==> config.mk <==
export PLATFORM = sky130hd
export DESIGN_NAME = interrupt_wait_rendezvous_core
export DESIGN_NICKNAME = d
export VERILOG_FILES = /design/src/rtl/iwr_pkg.sv /design/src/rtl/interrupt_wait_rendezvous_core.sv
export SDC_FILE = /design/constraint.sdc
export NUM_CORES = 1
export LEC_CHECK = 0
export BUFFER_PORTS_ARGS = -buffer_cell sky130_fd_sc_hd__buf_2
export CAP_MARGIN = 20
export CORE_AREA = 2 2 253 255
export DETAILED_ROUTE_END_ITERATION = 6
export DIE_AREA = 0 0 255 257
export GPL_ROUTABILITY_DRIVEN = 0
export GPL_TIMING_DRIVEN = 0
export HOLD_SLACK_MARGIN = 0.1
export PLACE_DENSITY = 0.56
export SLEW_MARGIN = 20
export SYNTH_ARGS = -nofsm -noshare
export SYNTH_HDL_FRONTEND = slang
export SYNTH_SLANG_ARGS = --single-unit
==> constraint.sdc <==
create_clock -name i_clk -period 5.8 [get_ports i_clk]
set_input_delay 0.58 -clock i_clk [delete_from_list [all_inputs] [get_ports i_clk]]
set_output_delay 0.58 -clock i_clk [all_outputs]
set_load 0.05 [all_outputs]
==> src/rtl/iwr_pkg.sv <==
// Shared types and codes for the interrupt wait rendezvous core.
package iwr_pkg;

    localparam int PROC_W = 16;
    localparam int ADDR_W = 16;

    typedef enum logic [1:0] {
        OP_EVENT = 2'd0,
        OP_WAIT  = 2'd1,
        OP_CLEAR = 2'd2,
        OP_NONE  = 2'd3
    } t_op;

    typedef enum logic [2:0] {
        KIND_TIME_NOW  = 3'd0,
        KIND_SUSPENDED = 3'd1,
        KIND_DELIVERED = 3'd2,
        KIND_RESCHED   = 3'd3,
        KIND_BAD_LINE  = 3'd4,
        KIND_LATCHED   = 3'd5,
        KIND_CLR_DONE  = 3'd6
    } t_kind;

    typedef enum logic [2:0] {
        ST_IDLE,
        ST_EXEC,
        ST_CLR_RD,
        ST_CLR_EM,
        ST_DONE
    } t_state;

endpackage

==> src/rtl/interrupt_wait_rendezvous_core.sv <==
// Interrupt wait rendezvous core: per-line event latch or waiter, memory based.
//
// Each interrupt line holds either a latched event time or one waiting process.
// Latched times and waiter handles/reply addresses live in two single-port
// memories with a registered read; presence and delivery flags are kept
// in flip-flops, so no clearing pass is needed after reset. An event or wait
// beat is accepted with its memory read, then does its read-modify-write and
// result load; op code 3 is absorbed at accept and gives no result. A clear
// is accepted, then walks all LINES entries: an empty line takes a read step
// only, a waiting line a read and then an emit step, and a final done beat
// ends the walk. A new beat is accepted only in the idle state, but a
// finished result may still sit in the output register while the next beat
// is taken. Output stall holds the result, emit and done steps.
module interrupt_wait_rendezvous_core
    import iwr_pkg::*;
#(
    parameter int LINES     = 8,
    parameter int WORD_BITS = 16
) (
    input  logic                        i_clk,
    input  logic                        i_rst_n,

    input  logic                        i_in_valid,
    output logic                        o_in_stall,
    input  logic [1:0]                  i_op,
    input  logic [7:0]                  i_line,
    input  logic signed [WORD_BITS-1:0] i_time_ms,
    input  logic [PROC_W-1:0]           i_process_id,
    input  logic [ADDR_W-1:0]           i_reply_addr,

    output logic                        o_out_valid,
    input  logic                        i_out_stall,
    output logic [2:0]                  o_kind,
    output logic [2:0]                  o_line_out,
    output logic [PROC_W-1:0]           o_process_out,
    output logic [ADDR_W-1:0]           o_addr_out,
    output logic signed [WORD_BITS-1:0] o_time_out,
    output logic                        o_intr_raised,
    output logic                        o_any_waiting,
    output logic                        o_last
);

    localparam int LW             = (LINES > 1) ? $clog2(LINES) : 1;
    localparam int LINE_TOTAL     = LINES;
    localparam int WAIT_W         = PROC_W + ADDR_W;
    localparam logic [WORD_BITS-1:0] MIN_INT    = {1'b1, {(WORD_BITS-1){1'b0}}};
    localparam logic [WORD_BITS-1:0] MIN_INT_P1 = MIN_INT + WORD_BITS'(1);
    localparam logic [LW-1:0]        LAST_IDX   = LW'(LINE_TOTAL - 1);

    // state
    t_state                 r_state, n_state;
    logic [LINES-1:0]       r_pvalid, n_pvalid;
    logic [LINES-1:0]       r_wvalid, n_wvalid;
    logic [LINES-1:0]       r_wdeliv, n_wdeliv;
    logic                   r_intr, n_intr;
    logic [LW-1:0]          r_idx, n_idx;

    // captured beat
    t_op                    r_op;
    logic [LW-1:0]          r_lidx;
    logic                   r_bad;
    logic [WORD_BITS-1:0]   r_time;
    logic [PROC_W-1:0]      r_proc;
    logic [ADDR_W-1:0]      r_addr;

    // memories
    logic [WORD_BITS-1:0]   r_pend_mem [LINES];
    logic [WAIT_W-1:0]      r_wait_mem [LINES];
    logic [WORD_BITS-1:0]   r_pend_rd;
    logic [WAIT_W-1:0]      r_wait_rd;
    logic [LW-1:0]          rd_addr;
    logic                   pend_we;
    logic [WORD_BITS-1:0]   pend_wd;
    logic                   wait_we;

    // output register
    logic                   r_ov, n_ov;
    logic                   out_load;
    t_kind                  r_kind, n_kind;
    logic [2:0]             r_line_out, n_line_out;
    logic [PROC_W-1:0]      r_proc_out, n_proc_out;
    logic [ADDR_W-1:0]      r_addr_out, n_addr_out;
    logic [WORD_BITS-1:0]   r_time_out, n_time_out;
    logic                   r_intr_out, n_intr_out;
    logic                   r_any_out, n_any_out;
    logic                   r_last, n_last;

    logic                   in_acc;
    logic                   out_free;
    logic [WORD_BITS-1:0]   t_adj;

    assign o_in_stall = (r_state != ST_IDLE);
    assign in_acc     = i_in_valid && !o_in_stall;
    assign out_free   = !r_ov || !i_out_stall;
    assign t_adj      = (r_time == MIN_INT) ? MIN_INT_P1 : r_time;

    always_comb begin
        case (r_state)
            ST_IDLE:   rd_addr = i_line[LW-1:0];
            ST_EXEC:   rd_addr = r_lidx;
            default:   rd_addr = r_idx;
        endcase
    end

    always_ff @(posedge i_clk) begin
        if (pend_we) begin
            r_pend_mem[r_lidx] <= pend_wd;
        end
        r_pend_rd <= r_pend_mem[rd_addr];
    end

    always_ff @(posedge i_clk) begin
        if (wait_we) begin
            r_wait_mem[r_lidx] <= {r_proc, r_addr};
        end
        r_wait_rd <= r_wait_mem[rd_addr];
    end

    always_comb begin
        n_state    = r_state;
        n_pvalid   = r_pvalid;
        n_wvalid   = r_wvalid;
        n_wdeliv   = r_wdeliv;
        n_intr     = r_intr;
        n_idx      = r_idx;
        n_ov       = r_ov && i_out_stall;
        out_load   = 1'b0;
        n_kind     = KIND_TIME_NOW;
        n_line_out = '0;
        n_proc_out = '0;
        n_addr_out = '0;
        n_time_out = '0;
        n_intr_out = 1'b0;
        n_any_out  = 1'b0;
        n_last     = 1'b1;
        pend_we    = 1'b0;
        pend_wd    = t_adj;
        wait_we    = 1'b0;

        case (r_state)
            ST_IDLE: begin
                if (in_acc) begin
                    case (t_op'(i_op))
                        OP_CLEAR: begin
                            n_idx   = '0;
                            n_state = ST_CLR_RD;
                        end
                        OP_NONE:  n_state = ST_IDLE;
                        default:  n_state = ST_EXEC;
                    endcase
                end
            end

            ST_EXEC: begin
                if (out_free) begin
                    out_load   = 1'b1;
                    n_ov       = 1'b1;
                    n_state    = ST_IDLE;
                    n_line_out = 3'(r_lidx);
                    if (r_bad) begin
                        n_kind     = KIND_BAD_LINE;
                        n_line_out = '0;
                    end else if (r_op == OP_EVENT) begin
                        if (r_wvalid[r_lidx]) begin
                            if (!r_wdeliv[r_lidx]) begin
                                n_wdeliv[r_lidx] = 1'b1;
                                n_intr           = 1'b1;
                                n_kind           = KIND_DELIVERED;
                                n_proc_out       = r_wait_rd[WAIT_W-1:ADDR_W];
                                n_addr_out       = r_wait_rd[ADDR_W-1:0];
                                n_time_out       = r_time;
                            end else begin
                                n_kind = KIND_LATCHED;
                            end
                        end else begin
                            pend_we          = 1'b1;
                            n_pvalid[r_lidx] = 1'b1;
                            n_kind           = KIND_LATCHED;
                            n_time_out       = t_adj;
                        end
                    end else begin
                        if (r_pvalid[r_lidx]) begin
                            n_pvalid[r_lidx] = 1'b0;
                            n_kind           = KIND_TIME_NOW;
                            n_time_out       = r_pend_rd;
                        end else begin
                            wait_we          = 1'b1;
                            n_wvalid[r_lidx] = 1'b1;
                            n_wdeliv[r_lidx] = 1'b0;
                            n_kind           = KIND_SUSPENDED;
                            n_proc_out       = r_proc;
                            n_addr_out       = r_addr;
                        end
                    end
                    n_intr_out = n_intr;
                    n_any_out  = |n_wvalid;
                end
            end

            ST_CLR_RD: begin
                if (r_wvalid[r_idx]) begin
                    n_state = ST_CLR_EM;
                end else if (r_idx == LAST_IDX) begin
                    n_state = ST_DONE;
                end else begin
                    n_idx = r_idx + LW'(1);
                end
            end

            ST_CLR_EM: begin
                if (out_free) begin
                    out_load        = 1'b1;
                    n_ov            = 1'b1;
                    n_kind          = KIND_RESCHED;
                    n_line_out      = 3'(r_idx);
                    n_proc_out      = r_wait_rd[WAIT_W-1:ADDR_W];
                    n_addr_out      = r_wait_rd[ADDR_W-1:0];
                    n_last          = 1'b0;
                    n_wvalid[r_idx] = 1'b0;
                    n_wdeliv[r_idx] = 1'b0;
                    if (r_idx == LAST_IDX) begin
                        n_state = ST_DONE;
                    end else begin
                        n_idx   = r_idx + LW'(1);
                        n_state = ST_CLR_RD;
                    end
                end
            end

            ST_DONE: begin
                if (out_free) begin
                    out_load = 1'b1;
                    n_ov     = 1'b1;
                    n_kind   = KIND_CLR_DONE;
                    n_intr   = 1'b0;
                    n_state  = ST_IDLE;
                end
            end

            default: n_state = ST_IDLE;
        endcase
    end

    always_ff @(posedge i_clk) begin
        if (!i_rst_n) begin
            r_state  <= ST_IDLE;
            r_pvalid <= '0;
            r_wvalid <= '0;
            r_wdeliv <= '0;
            r_intr   <= 1'b0;
            r_idx    <= '0;
            r_ov     <= 1'b0;
        end else begin
            r_state  <= n_state;
            r_pvalid <= n_pvalid;
            r_wvalid <= n_wvalid;
            r_wdeliv <= n_wdeliv;
            r_intr   <= n_intr;
            r_idx    <= n_idx;
            r_ov     <= n_ov;
        end
    end

    always_ff @(posedge i_clk) begin
        if (in_acc) begin
            r_op   <= t_op'(i_op);
            r_lidx <= i_line[LW-1:0];
            r_bad  <= (i_line >= 8'(LINE_TOTAL));
            r_time <= i_time_ms;
            r_proc <= i_process_id;
            r_addr <= i_reply_addr;
        end
    end

    always_ff @(posedge i_clk) begin
        if (out_load) begin
            r_kind     <= n_kind;
            r_line_out <= n_line_out;
            r_proc_out <= n_proc_out;
            r_addr_out <= n_addr_out;
            r_time_out <= n_time_out;
            r_intr_out <= n_intr_out;
            r_any_out  <= n_any_out;
            r_last     <= n_last;
        end
    end

    assign o_out_valid   = r_ov;
    assign o_kind        = r_kind;
    assign o_line_out    = r_line_out;
    assign o_process_out = r_proc_out;
    assign o_addr_out    = r_addr_out;
    assign o_time_out    = r_time_out;
    assign o_intr_raised = r_intr_out;
    assign o_any_waiting = r_any_out;
    assign o_last        = r_last;

    // a line never holds a latched time and a waiter together
    a_latch_xor_waiter: assert property (@(posedge i_clk) disable iff (!i_rst_n)
        (r_pvalid & r_wvalid) == '0)
        else $error("line holds both latched time and waiter");

    a_deliv_needs_waiter: assert property (@(posedge i_clk) disable iff (!i_rst_n)
        (r_wdeliv & ~r_wvalid) == '0)
        else $error("delivered mark on line without waiter");

    a_resched_not_last: assert property (@(posedge i_clk) disable iff (!i_rst_n)
        o_out_valid && (o_kind == KIND_RESCHED) |-> !o_last && !o_intr_raised)
        else $error("reschedule beat marked last or with flag raised");

    a_done_clean: assert property (@(posedge i_clk) disable iff (!i_rst_n)
        o_out_valid && (o_kind == KIND_CLR_DONE) |-> o_last && !o_any_waiting)
        else $error("clear done beat with waiters left");

    a_deliv_flag: assert property (@(posedge i_clk) disable iff (!i_rst_n)
        o_out_valid && (o_kind == KIND_DELIVERED) |-> o_intr_raised && o_any_waiting)
        else $error("delivery without raised flag");

    a_clear_empties: assert property (@(posedge i_clk) disable iff (!i_rst_n)
        (r_state == ST_DONE) |-> (r_wvalid == '0))
        else $error("waiter left after clear walk");

endmodule
# After elaboration in Yosys (flattened, before gate mapping)
# Memory sizes are Yosys's and may differ from the RTL's. A register that Yosys moved wholly into a read port is not among the register bits.
# Cells that the tools add are included.
# totals
register_bits	143
ram_bits	384
inputBits	62
wordCells	194
mem_count	2
# mem_list
memory	depth	word_bits	read_ports	rd_clocked_by_memory_dff	write_ports	line	rtl
r_wait_mem	8	32	1	1	1	interrupt_wait_rendezvous_core.sv:68	logic [WAIT_W-1:0] r_wait_mem [LINES];
r_pend_mem	8	16	1	1	1	interrupt_wait_rendezvous_core.sv:67	logic [WORD_BITS-1:0] r_pend_mem [LINES];
# op_classes
addsub	1
n_lt_le_gt_ge	5
n_eq_ne	21
n_mux	106
bitwise	12
n_reduce_logical	26
# ops
cell	count
2-to-1 mux 16 bit	19
2-to-1 mux 8 bit	17
case mux 16 bit (2 select lines)	2
2-to-1 mux 3 bit	20
AND 8 bit	4
2-to-1 mux 1 bit	32
case mux 8 bit (2 select lines)	2
OR 8 bit	3
case mux 3 bit (3 select lines)	2
equality test 16 bit, second input constant	1
NOT 8 bit	2
inequality test 2 bit, second input constant	7
binary-select mux 1 bit (select 3 bit)	4
inequality test 3 bit, second input constant	4
case mux 3 bit (2 select lines)	2
case mux 3 bit (4 select lines)	1
AND reduction 5 bit	2
>= comparator 8 x 4 -> 1 bit, second input constant	1
< comparator 3 x 4 -> 1 bit, second input constant	2
OR reduction 8 bit	1
AND reduction 7 bit	1
demux 1 bit (select 3 bit)	2
equality test 3 x 2 -> 1 bit, second input constant	2
equality test 3 bit, second input constant	2
other kinds (21)	36

# Longest topological paths before layout
# Gate-level depths: netlist of run 1.
# depth
ltp_word	12
mapped_depth	10
ltp_nobuf	7

# Least setup slack after synthesis of run 1
# OpenSTA, ideal clock, no wires.
# synth_timing
path_kind	reg-to-reg
startpoint	register r_state[0]
endpoint	register r_addr[0] (enable)
setup_ns	0.466
arrival_ns	3.600
required_ns	5.334
path_slack_ns	1.734
path_stages_with_launch	5
synth_period_minus_slack_ns	4.066
cell_sequence	dfxtp_1 -> buf_2 -> clkbuf_1 -> or3_1 -> nor2_1
# synth_between
elab_chain_len	3
# synth_rtl
element	line	rtl
start: declaration	interrupt_wait_rendezvous_core.sv:51	t_state r_state, n_state;
start signal: assignment	interrupt_wait_rendezvous_core.sv:254	r_state <= n_state;
nonzero test 3 bit	interrupt_wait_rendezvous_core.sv:92	assign o_in_stall = (r_state != ST_IDLE);
via o_in_stall	interrupt_wait_rendezvous_core.sv:24	output logic o_in_stall,
zero test 1 bit	interrupt_wait_rendezvous_core.sv:93	assign in_acc = i_in_valid && !o_in_stall;
logical AND 1 bit	interrupt_wait_rendezvous_core.sv:93	
via in_acc	interrupt_wait_rendezvous_core.sv:88	logic in_acc;
end signal: assignment	interrupt_wait_rendezvous_core.sv:271	r_addr <= i_reply_addr;
end: declaration	interrupt_wait_rendezvous_core.sv:64	logic [ADDR_W-1:0] r_addr;
# The timed path passes the listed nets, and every way through them passes these cells.
# A chain may end at the register's enable or synchronous reset.

# Worst setup path after layout of run 1
# layout_timing
startpoint	register r_lidx[1]
endpoint	memory r_wait_mem[2][6] (netlist name) (enable)
# layout_between
elab_chain_len	9
# layout_rtl
element	line	rtl
start: declaration	interrupt_wait_rendezvous_core.sv:60	logic [LW-1:0] r_lidx;
start signal: assignment	interrupt_wait_rendezvous_core.sv:267	r_lidx <= i_line[LW-1:0];
binary-select mux 1 bit (select 3 bit)	interrupt_wait_rendezvous_core.sv:182	if (r_pvalid[r_lidx]) begin
2-to-1 mux 1 bit (implied by the code)	interrupt_wait_rendezvous_core.sv:182	
2-to-1 mux 1 bit	interrupt_wait_rendezvous_core.sv:182	
2-to-1 mux 1 bit	interrupt_wait_rendezvous_core.sv:163	end else if (r_op == OP_EVENT) begin
2-to-1 mux 1 bit	interrupt_wait_rendezvous_core.sv:160	if (r_bad) begin
2-to-1 mux 1 bit	interrupt_wait_rendezvous_core.sv:155	if (out_free) begin
2-to-1 mux 1 bit	interrupt_wait_rendezvous_core.sv:140	case (r_state)
2-to-1 mux 1 bit	interrupt_wait_rendezvous_core.sv:113	if (wait_we) begin
2-to-1 mux 1 bit (implied by the code)	interrupt_wait_rendezvous_core.sv:114	r_wait_mem[r_lidx] <= {r_proc, r_addr};
end: declaration	interrupt_wait_rendezvous_core.sv:68	
# Several ways; a longest one is shown, not always the timed one. The select of a mux whose other input is x is not followed.

==> flow_metrics.py, run 1 <==
metrics = {
    "drt": {
        "post_drt_wl_per_cell_um": 23.2,
        "drtAntennaViolNets": 0,
        "avgViaCountPerCell": 5.08,
        "wirelength_um": 51800,
        "drtIter0Drc": 897,
        "drc": 0,
        "via_count": 11356,
        "drt_pass1_iterations": 7,
    },
    "floorplanning": {
        "fp.dieH_um": 257,
        "die_area_um2": 65500,
        "io_pins": 121,
        "dieWidth_um": 255,
        "rows": 92,
        "start_util": 0.347,
        "core_um2": 62700,
    },
    "worst_hold_path": {
        "min-delay-start": "i_time_ms[9]",
        "min_path_type": "input port to flip-flop",
        "min_to": "r_time[9]$_DFFE_PP_",
        "hold_path_depth": 1,
    },
    "worst_setup_path": {
        "reg2reg_from": "r_lidx[1]$_DFFE_PP_",
        "cp_max_fo": 12,
        "required_ps": 6120,
        "path_class": "flip-flop to flip-flop",
        "reg2regPathDepth": 10,
        "slowest_stage": "nor2_4",
        "cp_num_buf_inv": 5,
        "crit_family": "simple AND/OR/NAND/NOR gates",
        "crit_top_cell": "buf_2",
        "crit_path_end_kind": "flip-flop",
        "worstPathArrival_ps": 4000,
        "crit_chain": "buf_2 > buf_2 > mux2i_1 > nand3_1 > a311oi_1 > buf_2 > nand2_1 > nor2_4 > buf_16 > buf_16",
        "r2r_setup_slack_ps": 2120,
        "critPathMaxStageDelay_ps": 650,
        "start_kind": "flip-flop",
        "rr_endpoint": "r_wait_mem[2][6]$_DFFE_PP_",
    },
    "sta": {
        "fmax_mhz": 271,
        "hold_viol_final": 0,
        "worst_pin_slew_ps": 863,
        "fin_crit_sh": 0.635,
        "finClkSkew_ps": 17.2,
        "slew_violations": 0,
        "setup_viol": 0,
        "post-route-min-period_ps": 3680,
        "max_slew_margin": 0.425,
        "rsz0062_at_grt": "no",
    },
    "clock_network": {
        "root_buffer": "clkbuf_16",
        "clockBufferDepth": 3,
        "cts.sinks": 575,
        "clk_latency_ps": 620,
        "cts_resized": 0,
        "cts_buffers": 59,
        "htree_num_levels": 2,
        "path_clk_slew_ps": 60,
        "tritoncts": "built",
    },
    "finish": {
        "final_util": 0.417,
        "insertedDiodeCount": 0,
        "final_area_um2": 26100,
        "drive_above_1_share": 0.312,
        "fin_nets": 1404,
        "areaGrowthSynthToFinish_pct": 20.1,
    },
    "grt": {
        "grt_max_degree": 26,
        "grt_use_met3": 0.0304,
        "top_usage_layer": "met2",
        "grtUsageMet2": 0.253,
        "grt.total_usage": 0.159,
        "grt-ovfl-total": 0,
        "grt_pass1_vias": 11886,
        "grt_antenna_before_repair": 0,
        "grt_pass1_wl_um": 76800,
        "met1_usage": 0.221,
    },
    "synthesis": {
        "synth_edf_count": 495,
        "synth.avg_cell_area_um2": 19.2,
        "syn_area_um2": 21800,
        "synth_fa_ha_area_frac": 0.00115,
        "synth_top_area_share": 0.683,
        "synth.distinct_cells": 55,
        "synthXorXnorAreaFrac": 0,
        "synth_top_family_by_area": "multiplexers",
        "yosysMostFrequentCell": "edfxtp_1",
        "synth_top_cell_by_area": "edfxtp_1",
        "synth_warnings": 0,
        "yosysSeqAreaShare": 0.756,
        "ys_ff_latch": 575,
        "async_reset_ff_frac": 0,
        "syn_nets": 1195,
        "synthTopCellsByCount": "495 x edfxtp_1, 99 x mux4_2, 80 x dfxtp_1, 53 x mux2_2, 49 x clkbuf_1",
        "ys_top_cells_by_area": "edfxtp_1 68%, mux4_2 10%, dfxtp_1 7.4%, mux2_2 2.7%, a22o_1 1.4%",
        "ys.flop_type": "edfxtp_1",
        "synthSimpleGateAreaFrac": 0.0362,
        "synthCells": 1131,
        "synth_compound_area_frac": 0.0523,
        "muxShareOfSynthArea": 0.136,
    },
    "pwr": {
        "p_per_area_nw_per_um2": 361,
        "finalPower_w": 0.00944,
        "ir_drop_v": 0.000217,
        "leakage_nw": 8.55,
    },
    "placement": {
        "io_buffers": 120,
        "dp_hpwl_um": 32800,
        "dpl_cell_area_um2": 24000,
    },
    "status": {
        "run_status": "completed",
    },
    "flow_run": {
        "max_cap_violations": 0,
    },
}
## layout make-up
| type | instances | area [µm²] |
|---|---|---|
| Buffer | 80 | 369 |
| Timing Repair Buffer | 148 | 1200 |
| Tap cell | 846 | 1060 |
| Sequential cell | 575 | 16500 |
| Clock buffer | 79 | 1630 |
| Multi-Input combinational cell | 471 | 4980 |
| Clock inverter | 30 | 409 |
| Fill cell | 5581 | 36600 |
| Inverter | 5 | 18.8 |
## stage by stage
stage	instances	hold WS (ps)	setup slack (ps)	setup TNS (ps)
finish	2234	138	2120	0
CTS	2232	100	2150	0
global route	2234	101	1960	0
global placement	2097	454	-322	-33450
detailed placement	2117	459	2160	0
floorplan	1131	444	1730	0
## worst max path at each step
stage	start	to	cells after the start
after CTS	r_lidx[1]$_DFFE_PP_	r_wait_mem[2][6]$_DFFE_PP_	10
after floorplan	r_state[0]$_SDFFE_PN0P_	r_addr[0]$_DFFE_PP_	4
final	r_lidx[1]$_DFFE_PP_	r_wait_mem[2][6]$_DFFE_PP_	10
after global placement	r_state[1]$_SDFFE_PN0P_	r_addr[6]$_DFFE_PP_	4
after global routing	r_lidx[1]$_DFFE_PP_	r_wait_mem[2][6]$_DFFE_PP_	10
after detailed placement	r_lidx[1]$_DFFE_PP_	r_wait_mem[2][6]$_DFFE_PP_	10
## logic make-up (layout without fill, tap and decap cells)
kind of cell,after synthesis,after routing
simple gates,155,155
flops,575,575
buf+inv,85,342
mux,165,165
compound gates,149,149
fa+ha+maj,2,2
## registers in the layout (all words and copies together), names as in the netlist, 2 cells and up, named ones only
register / flops
r_wait_mem: 256
o_time_out: 16
r_time: 16
r_op: 2
r_idx: 3
o_line_out: 3
o_addr_out: 16
o_process_out: 16
r_addr: 16
r_wvalid: 8
r_pend_rd: 16
r_pend_mem: 128
r_proc: 16
r_state: 3
o_kind: 3
r_lidx: 3
r_wait_rd: 32
## layout by cell type (no fill, tap or decap), drive strengths merged, types with 12 or more instances in the layout
master  synthesis  routed
edfxtp        495     495
buf            31     171
clkbuf         49     128
mux4           99      99
dfxtp          80      80
mux2           54      54
nor2           54      54
nand2          42      42
a22o           34      34
a21oi          20      20
a22oi          17      17
clkinv          0      17
o21ai          15      15
mux2i          12      12
## layer usage
metal	wire length [µm]	vias up
met2	24600	361
met3	2790	90
met4	1340	0
met5	0	-
met1	23000	5894
li1	-	5011
## power by group
group	internal (W)	switching [W]
Combinational	0.000334	0.000405
Clock	0.00238	0.00160
Sequential	0.00463	0.0000899
## repair_timing
action,CTS,global route
buffers inserted,0,0
setup endpoints to repair,0,0
hold endpoints to repair,6,2
hold buffers,6,2
Note: power is estimated with default switching activity, not from simulation.
==> inputs of run 2 (changes only) <==
--- a/config.mk
+++ b/config.mk
@@ -5,15 +5,16 @@
 export SDC_FILE = /design/constraint.sdc
 export NUM_CORES = 1
 export LEC_CHECK = 0
+export ABC_AREA = 1
 export BUFFER_PORTS_ARGS = -buffer_cell sky130_fd_sc_hd__buf_2
 export CAP_MARGIN = 20
-export CORE_AREA = 2 2 253 255
+export CORE_AREA = 2 2 262 264
 export DETAILED_ROUTE_END_ITERATION = 6
-export DIE_AREA = 0 0 255 257
+export DIE_AREA = 0 0 264 266
 export GPL_ROUTABILITY_DRIVEN = 0
 export GPL_TIMING_DRIVEN = 0
 export HOLD_SLACK_MARGIN = 0.1
-export PLACE_DENSITY = 0.56
+export PLACE_DENSITY = 0.58
 export SLEW_MARGIN = 20
 export SYNTH_ARGS = -nofsm -noshare
 export SYNTH_HDL_FRONTEND = slang
==> constraint.sdc (replaced) <==
create_clock -name i_clk -period 3.18 [get_ports i_clk]
set_input_delay 0.318 -clock i_clk [delete_from_list [all_inputs] [get_ports i_clk]]
set_output_delay 0.318 -clock i_clk [all_outputs]
set_load 0.05 [all_outputs]
==> run 2 against run 1 <==
Sequential share of layout area fell by 4.7 points. Global-route usage grew 2.7 points. Sequential power is 110% higher. Design area up 8.0%. Maximum frequency is 18% higher.
==> flow_metrics.py, run 2 <==
metrics = {
    "status": {
        "run_status": "completed",
    },
    "synthesis": {
        "synth_warnings": 0,
        "synth.avg_cell_area_um2": 11.7,
        "synth_edf_count": 495,
        "synth_top_cell_by_area": "edfxtp_1",
        "ys.flop_type": "edfxtp_1",
        "syn_area_um2": 23500,
        "async_reset_ff_frac": 0,
        "ys_top_cells_by_area": "edfxtp_1 63%, dfxtp_1 6.8%, nand2_1 5.5%, a21oi_1 4.9%, o2111ai_1 3.6%",
        "synthCells": 2000,
        "yosysMostFrequentCell": "edfxtp_1",
        "ys_ff_latch": 575,
        "syn_nets": 2064,
        "yosysSeqAreaShare": 0.702,
        "synthTopCellsByCount": "495 x edfxtp_1, 344 x nand2_1, 232 x a21oi_1, 156 x inv_1, 121 x o21ai_0",
        "synth.distinct_cells": 42,
        "synth_top_area_share": 0.634,
    },
    "worst_setup_path": {
        "crit_family": "simple AND/OR/NAND/NOR gates",
        "path_class": "flip-flop to flip-flop",
        "cp_max_fo": 16,
        "cp_num_buf_inv": 3,
        "r2r_setup_slack_ps": 60,
        "start_kind": "flip-flop",
        "crit_path_end_kind": "flip-flop",
        "crit_chain": "buf_4 > nand3_4 > inv_4 > nand2_4 > nor2_2 > buf_4 > nand3_1 > nor2_2",
        "critPathMaxStageDelay_ps": 850,
        "worstSetupPathDepth": 8,
        "rr_endpoint": "r_pend_mem[3][5]$_DFFE_PP_",
        "cp-startpoint": "r_state[0]$_SDFFE_PN0P_",
        "slowest_stage": "nor2_2",
        "reg2reg_from": "r_state[0]$_SDFFE_PN0P_",
        "reg2regPathDepth": 8,
        "cp-endpoint": "r_pend_mem[3][5]$_DFFE_PP_",
        "worstPathArrival_ps": 3360,
        "required_ps": 3430,
    },
    "finish": {
        "areaGrowthSynthToFinish_pct": 20.4,
        "drive_above_1_share": 0.155,
        "final_common_cell": "edfxtp_1",
        "insertedDiodeCount": 0,
        "final_cell_mix": "495 x edfxtp_1, 343 x nand2_1, 232 x a21oi_1",
        "final_util": 0.417,
        "top_register": "r_wait_mem",
        "fin_nets": 2331,
        "fin_cells": 3199,
        "final_area_um2": 28200,
        "top_regs": "r_wait_mem (256), r_pend_mem (128), r_wait_rd (32)",
        "largest_register_ffs": 256,
    },
    "grt": {
        "grt-ovfl-total": 0,
        "grt_max_degree": 32,
        "grt_pass1_vias": 16668,
        "grt.total_usage": 0.186,
        "grt_pass1_wl_um": 99900,
        "grt_antenna_before_repair": 1,
    },
    "clock_network": {
        "tritoncts": "built",
        "cts_buffers": 60,
        "root_buffer": "clkbuf_16",
        "clockBufferDepth": 3,
        "cts.sinks": 575,
        "path_clk_slew_ps": 70,
        "htree_num_levels": 2,
        "clk_latency_ps": 640,
    },
    "floorplanning": {
        "fp.dieH_um": 266,
        "io_pins": 121,
        "start_util": 0.346,
        "core_um2": 67700,
        "dieWidth_um": 264,
        "die_area_um2": 70200,
        "rows": 96,
    },
    "drt": {
        "drtIter0Drc": 1627,
        "drt_pass1_iterations": 7,
        "via_count": 16754,
        "drc": 0,
        "avgViaCountPerCell": 5.24,
        "wirelength_um": 66000,
        "drtAntennaViolNets": 0,
        "post_drt_wl_per_cell_um": 20.6,
    },
    "sta": {
        "fmax_mhz": 321,
        "max_slew_margin": 0.367,
        "fin_setup_tns_ps": 0,
        "slew_violations": 0,
        "layout_setup_ws_ps": 64.3,
        "rsz0062_at_grt": "yes",
        "setup_viol": 0,
        "fin_crit_sh": 0.980,
        "finClkSkew_ps": 26.6,
        "hold_viol_final": 0,
        "worst_pin_slew_ps": 943,
        "post-route-min-period_ps": 3120,
    },
    "placement": {
        "dpl_cell_area_um2": 25600,
        "dp_cells": 3019,
        "dp_slack_ps": -28.6,
        "io_buffers": 120,
        "dp_hpwl_um": 45200,
    },
    "worst_hold_path": {
        "min-delay-start": "i_out_stall",
        "min_path_type": "input port to flip-flop",
        "hold_path_depth": 4,
    },
    "pwr": {
        "p_per_area_nw_per_um2": 933,
        "ir_drop_v": 0.000423,
        "leakage_nw": 10.3,
    },
    "flow_run": {
        "max_cap_violations": 0,
    },
}
## run 2: cells by family after synthesis
group,Yosys count,share of synthesized area
compound gates,584,0.144
flops,575,0.702
simple gates,521,0.0947
buf+inv,318,0.0588
fa+ha+maj,2,0.00107
## run 2: metal layers
layer  wire, µm  global-route usage  vias up
met5          0                   0        -
met4       2080              0.0662        0
met3       4790              0.0296      132
met2      31500               0.309      697
met1      27600               0.247     8159
li1           -                   -     7766
## run 2: repair_timing
action / in CTS / in global routing
pin swaps: 5 / 2
endpoints found under the setup margin: 93 / 76
endpoints found under the hold margin: 60 / 0
buffers inserted: 9 / 2
hold buffers: 57 / 0
resized for setup: 0 / 0
## run 2: metrics by stage
stage	hold slack (ps)	total power [W]
finish	192	0.0263
detailed placement	474	0.0196
CTS	143	0.0265
global placement	468	0.0192
global route	198	0.0277
floorplan	417	0.0161
## run 2: layout make-up
class                      count  area [µm²]
fill                        6406       39500
sequential                   575       16500
multi-input combinational   1107        5710
clock buffer                  84        1660
timing repair buffer         205        1660
tap                          882        1100
buffer                       149         737
inverter                     169         642
clock inverter                28         256
## run 2: worst register-to-register path: cells and delay by family (launching register included)
family                 cells  cell delay (ps)
AND/OR/NAND/NOR            5             1730
buffers and inverters      3              680
flip-flops                 1              310
## run 2: report_power, final
part | internal (W) | total [W] | switching, W
combinational | 0.00239 | 0.00932 | 0.00693
sequential | 0.00959 | 0.0101 | 0.000556
clock | 0.00390 | 0.00687 | 0.00297
## run 2: worst min path at each step
stage	endpoint	slack, ps
after floorplan	r_addr[0]$_DFFE_PP_	420
after global placement	flip-flop	470
after detailed placement	flip-flop	470
after CTS	r_wvalid[0]$_SDFFE_PN0P_	140
after global routing	r_wvalid[0]$_SDFFE_PN0P_	200
final	r_wvalid[0]$_SDFFE_PN0P_	190
==> inputs of run 3 (changes only) <==
--- a/config.mk
+++ b/config.mk
@@ -8,13 +8,15 @@
 export ABC_AREA = 1
 export BUFFER_PORTS_ARGS = -buffer_cell sky130_fd_sc_hd__buf_2
 export CAP_MARGIN = 20
+export CELL_PAD_IN_SITES_DETAIL_PLACEMENT = 1
+export CELL_PAD_IN_SITES_GLOBAL_PLACEMENT = 1
 export CORE_AREA = 2 2 262 264
 export DETAILED_ROUTE_END_ITERATION = 6
 export DIE_AREA = 0 0 264 266
 export GPL_ROUTABILITY_DRIVEN = 0
 export GPL_TIMING_DRIVEN = 0
 export HOLD_SLACK_MARGIN = 0.1
-export PLACE_DENSITY = 0.58
+export PLACE_DENSITY = 0.67
 export SLEW_MARGIN = 20
 export SYNTH_ARGS = -nofsm -noshare
 export SYNTH_HDL_FRONTEND = slang
==> run 3 against run 2 <==
Worst setup slack improved by 100 ps. Register-to-register slack improved by 100 ps. Critical path depth increased by 1. Cell count increased by 0.22%. Sequential share of layout area decreased by 0.24 points. Design area increased by 0.41%. Global-route usage increased by 1.9 points. Maximum frequency increased by 3.3%. Combinational power increased by 4.1%. Count of clock-buffer cells in the layout decreased by 12. Total power increased by 1.5%. Sequential power about the same. Critical path type unchanged.
==> flow_metrics.py, run 3 (synthesis gave the netlist of run 2 again) <==
metrics = {
    "status": {
        "run_status": "completed",
    },
    "sta": {
        "worst_pin_slew_ps": 917,
        "max_slew_margin": 0.385,
        "fin_crit_sh": 0.948,
        "rsz0062_at_grt": "no",
        "finClkSkew_ps": 15.2,
        "hold_viol_final": 0,
        "fmax_mhz": 332,
        "setup_viol": 0,
        "slew_violations": 0,
        "post-route-min-period_ps": 3020,
    },
    "pwr": {
        "finalPower_w": 0.0267,
        "leakage_nw": 10.3,
        "ir_drop_v": 0.000444,
        "p_per_area_nw_per_um2": 943,
    },
    "finish": {
        "areaGrowthSynthToFinish_pct": 20.8,
        "largest_register_ffs": 256,
        "final_common_cell": "edfxtp_1",
        "drive_above_1_share": 0.160,
        "top_register": "r_wait_mem",
        "fin_nets": 2338,
        "fin_cells": 3206,
        "top_regs": "r_wait_mem (256), r_pend_mem (128), r_wait_rd (32)",
        "final_cell_mix": "495 x edfxtp_1, 343 x nand2_1, 232 x a21oi_1",
        "insertedDiodeCount": 0,
    },
    "grt": {
        "grt-ovfl-total": 0,
        "grt_max_degree": 36,
        "grt_antenna_before_repair": 1,
        "grt_pass1_vias": 17841,
        "grt.total_usage": 0.204,
        "grt_pass1_wl_um": 109000,
    },
    "worst_setup_path": {
        "required_ps": 3520,
        "worstPathArrival_ps": 3350,
        "cp_max_fo": 10,
        "start_kind": "flip-flop",
        "slowest_stage": "nor2_2",
        "crit_chain": "buf_4 > nand3_4 > inv_4 > nand2_4 > nor2_2 > buf_4 > nand3_1 > nor2_2 > buf_8",
        "critPathMaxStageDelay_ps": 640,
        "path_class": "flip-flop to flip-flop",
        "crit_path_end_kind": "flip-flop",
    },
    "drt": {
        "post_drt_wl_per_cell_um": 22.6,
        "wirelength_um": 72400,
        "via_count": 16845,
        "drt_pass1_iterations": 7,
        "drtIter0Drc": 1383,
        "avgViaCountPerCell": 5.25,
        "drc": 0,
        "drtAntennaViolNets": 0,
    },
    "floorplanning": {
        "start_util": 0.346,
        "io_pins": 121,
        "fp.dieH_um": 266,
        "die_area_um2": 70200,
        "dieWidth_um": 264,
        "rows": 96,
        "core_um2": 67700,
    },
    "clock_network": {
        "path_clk_slew_ps": 70,
        "cts_buffers": 59,
        "root_buffer": "clkbuf_16",
        "cts_resized": 0,
        "clockBufferDepth": 3,
        "tritoncts": "built",
        "htree_num_levels": 2,
        "cts.sinks": 575,
        "clk_latency_ps": 630,
    },
    "placement": {
        "io_buffers": 120,
        "dp_hpwl_um": 49200,
        "dp_cells": 3023,
    },
    "worst_hold_path": {
        "min_path_type": "input port to flip-flop",
    },
    "flow_run": {
        "max_cap_violations": 0,
    },
}
[run 3: changes by cell type in the layout (fill, tap and decap cells not counted), sizes merged]
cell	before	now
clkinv	17	31
bufinv	3	5
clkbuf	158	146
inv	171	168
clkinvlp	6	4
buf	223	231
[run 3: layout make-up]
type | instances | area [µm²]
plain buffers | 149 | 737
clock buffers | 72 | 1570
clock inverters | 39 | 345
fillers | 7296 | 39400
inverters | 169 | 642
multi-input cells | 1107 | 5710
flip-flops and latches | 575 | 16500
well taps | 882 | 1100
repair buffers | 213 | 1780
[run 3: worst max-delay path: cells and delay by family (launching register included)]
family / cells / cell delay, ps
and+or+nand+nor: 5 / 1580
buffers and inverters: 4 / 830
DFF: 1 / 310
[run 3: final timing paths]
check,depth (start not counted),to,slack (ps),from
min reg2reg,2,flip-flop,490,flip-flop
max reg2reg,9,r_pend_mem[6][9]$_DFFE_PP_,160,r_state[0]$_SDFFE_PN0P_
max,9,r_pend_mem[6][9]$_DFFE_PP_,160,r_state[0]$_SDFFE_PN0P_
min,3,r_lidx[0]$_DFFE_PP_,210,i_in_valid
[run 3: through the flow]
step                hold slack, ps  setup WS, ps  cell area [µm²]  TNS (ps)  utilization
finish                         206           164            28400         0        0.418
global route                   223          16.5            28400         0        0.418
global placement               465         -1610            25200   -498180        0.372
detailed placement             478         -61.4            25700      -939        0.379
floorplan                      417          16.2            23500         0            -
CTS                            180          2.53            28300         0        0.417
[run 3: timing repair]
item,in CTS,in global routing
pin swaps,3,4
endpoints found under the hold margin,59,0
setup buffers,8,7
setup endpoints to repair,36,73
hold buffers,57,0
[run 3: layer usage]
metal / share of wire / routed length (µm) / up-vias / track usage
li1: - / - / 7752 / -
met1: 0.42 / 30200 / 8436 / 0.256
met2: 0.50 / 35900 / 515 / 0.356
met3: 0.053 / 3820 / 140 / 0.0326
met4: 0.034 / 2460 / 2 / 0.0759
met5: 0.00018 / 13 / - / 0
[run 3: power breakdown]
part	switching (W)	total, W	internal (W)
Clock	0.00299	0.00690	0.00391
Sequential	0.000544	0.0101	0.00959
Combinational	0.00733	0.00970	0.00238
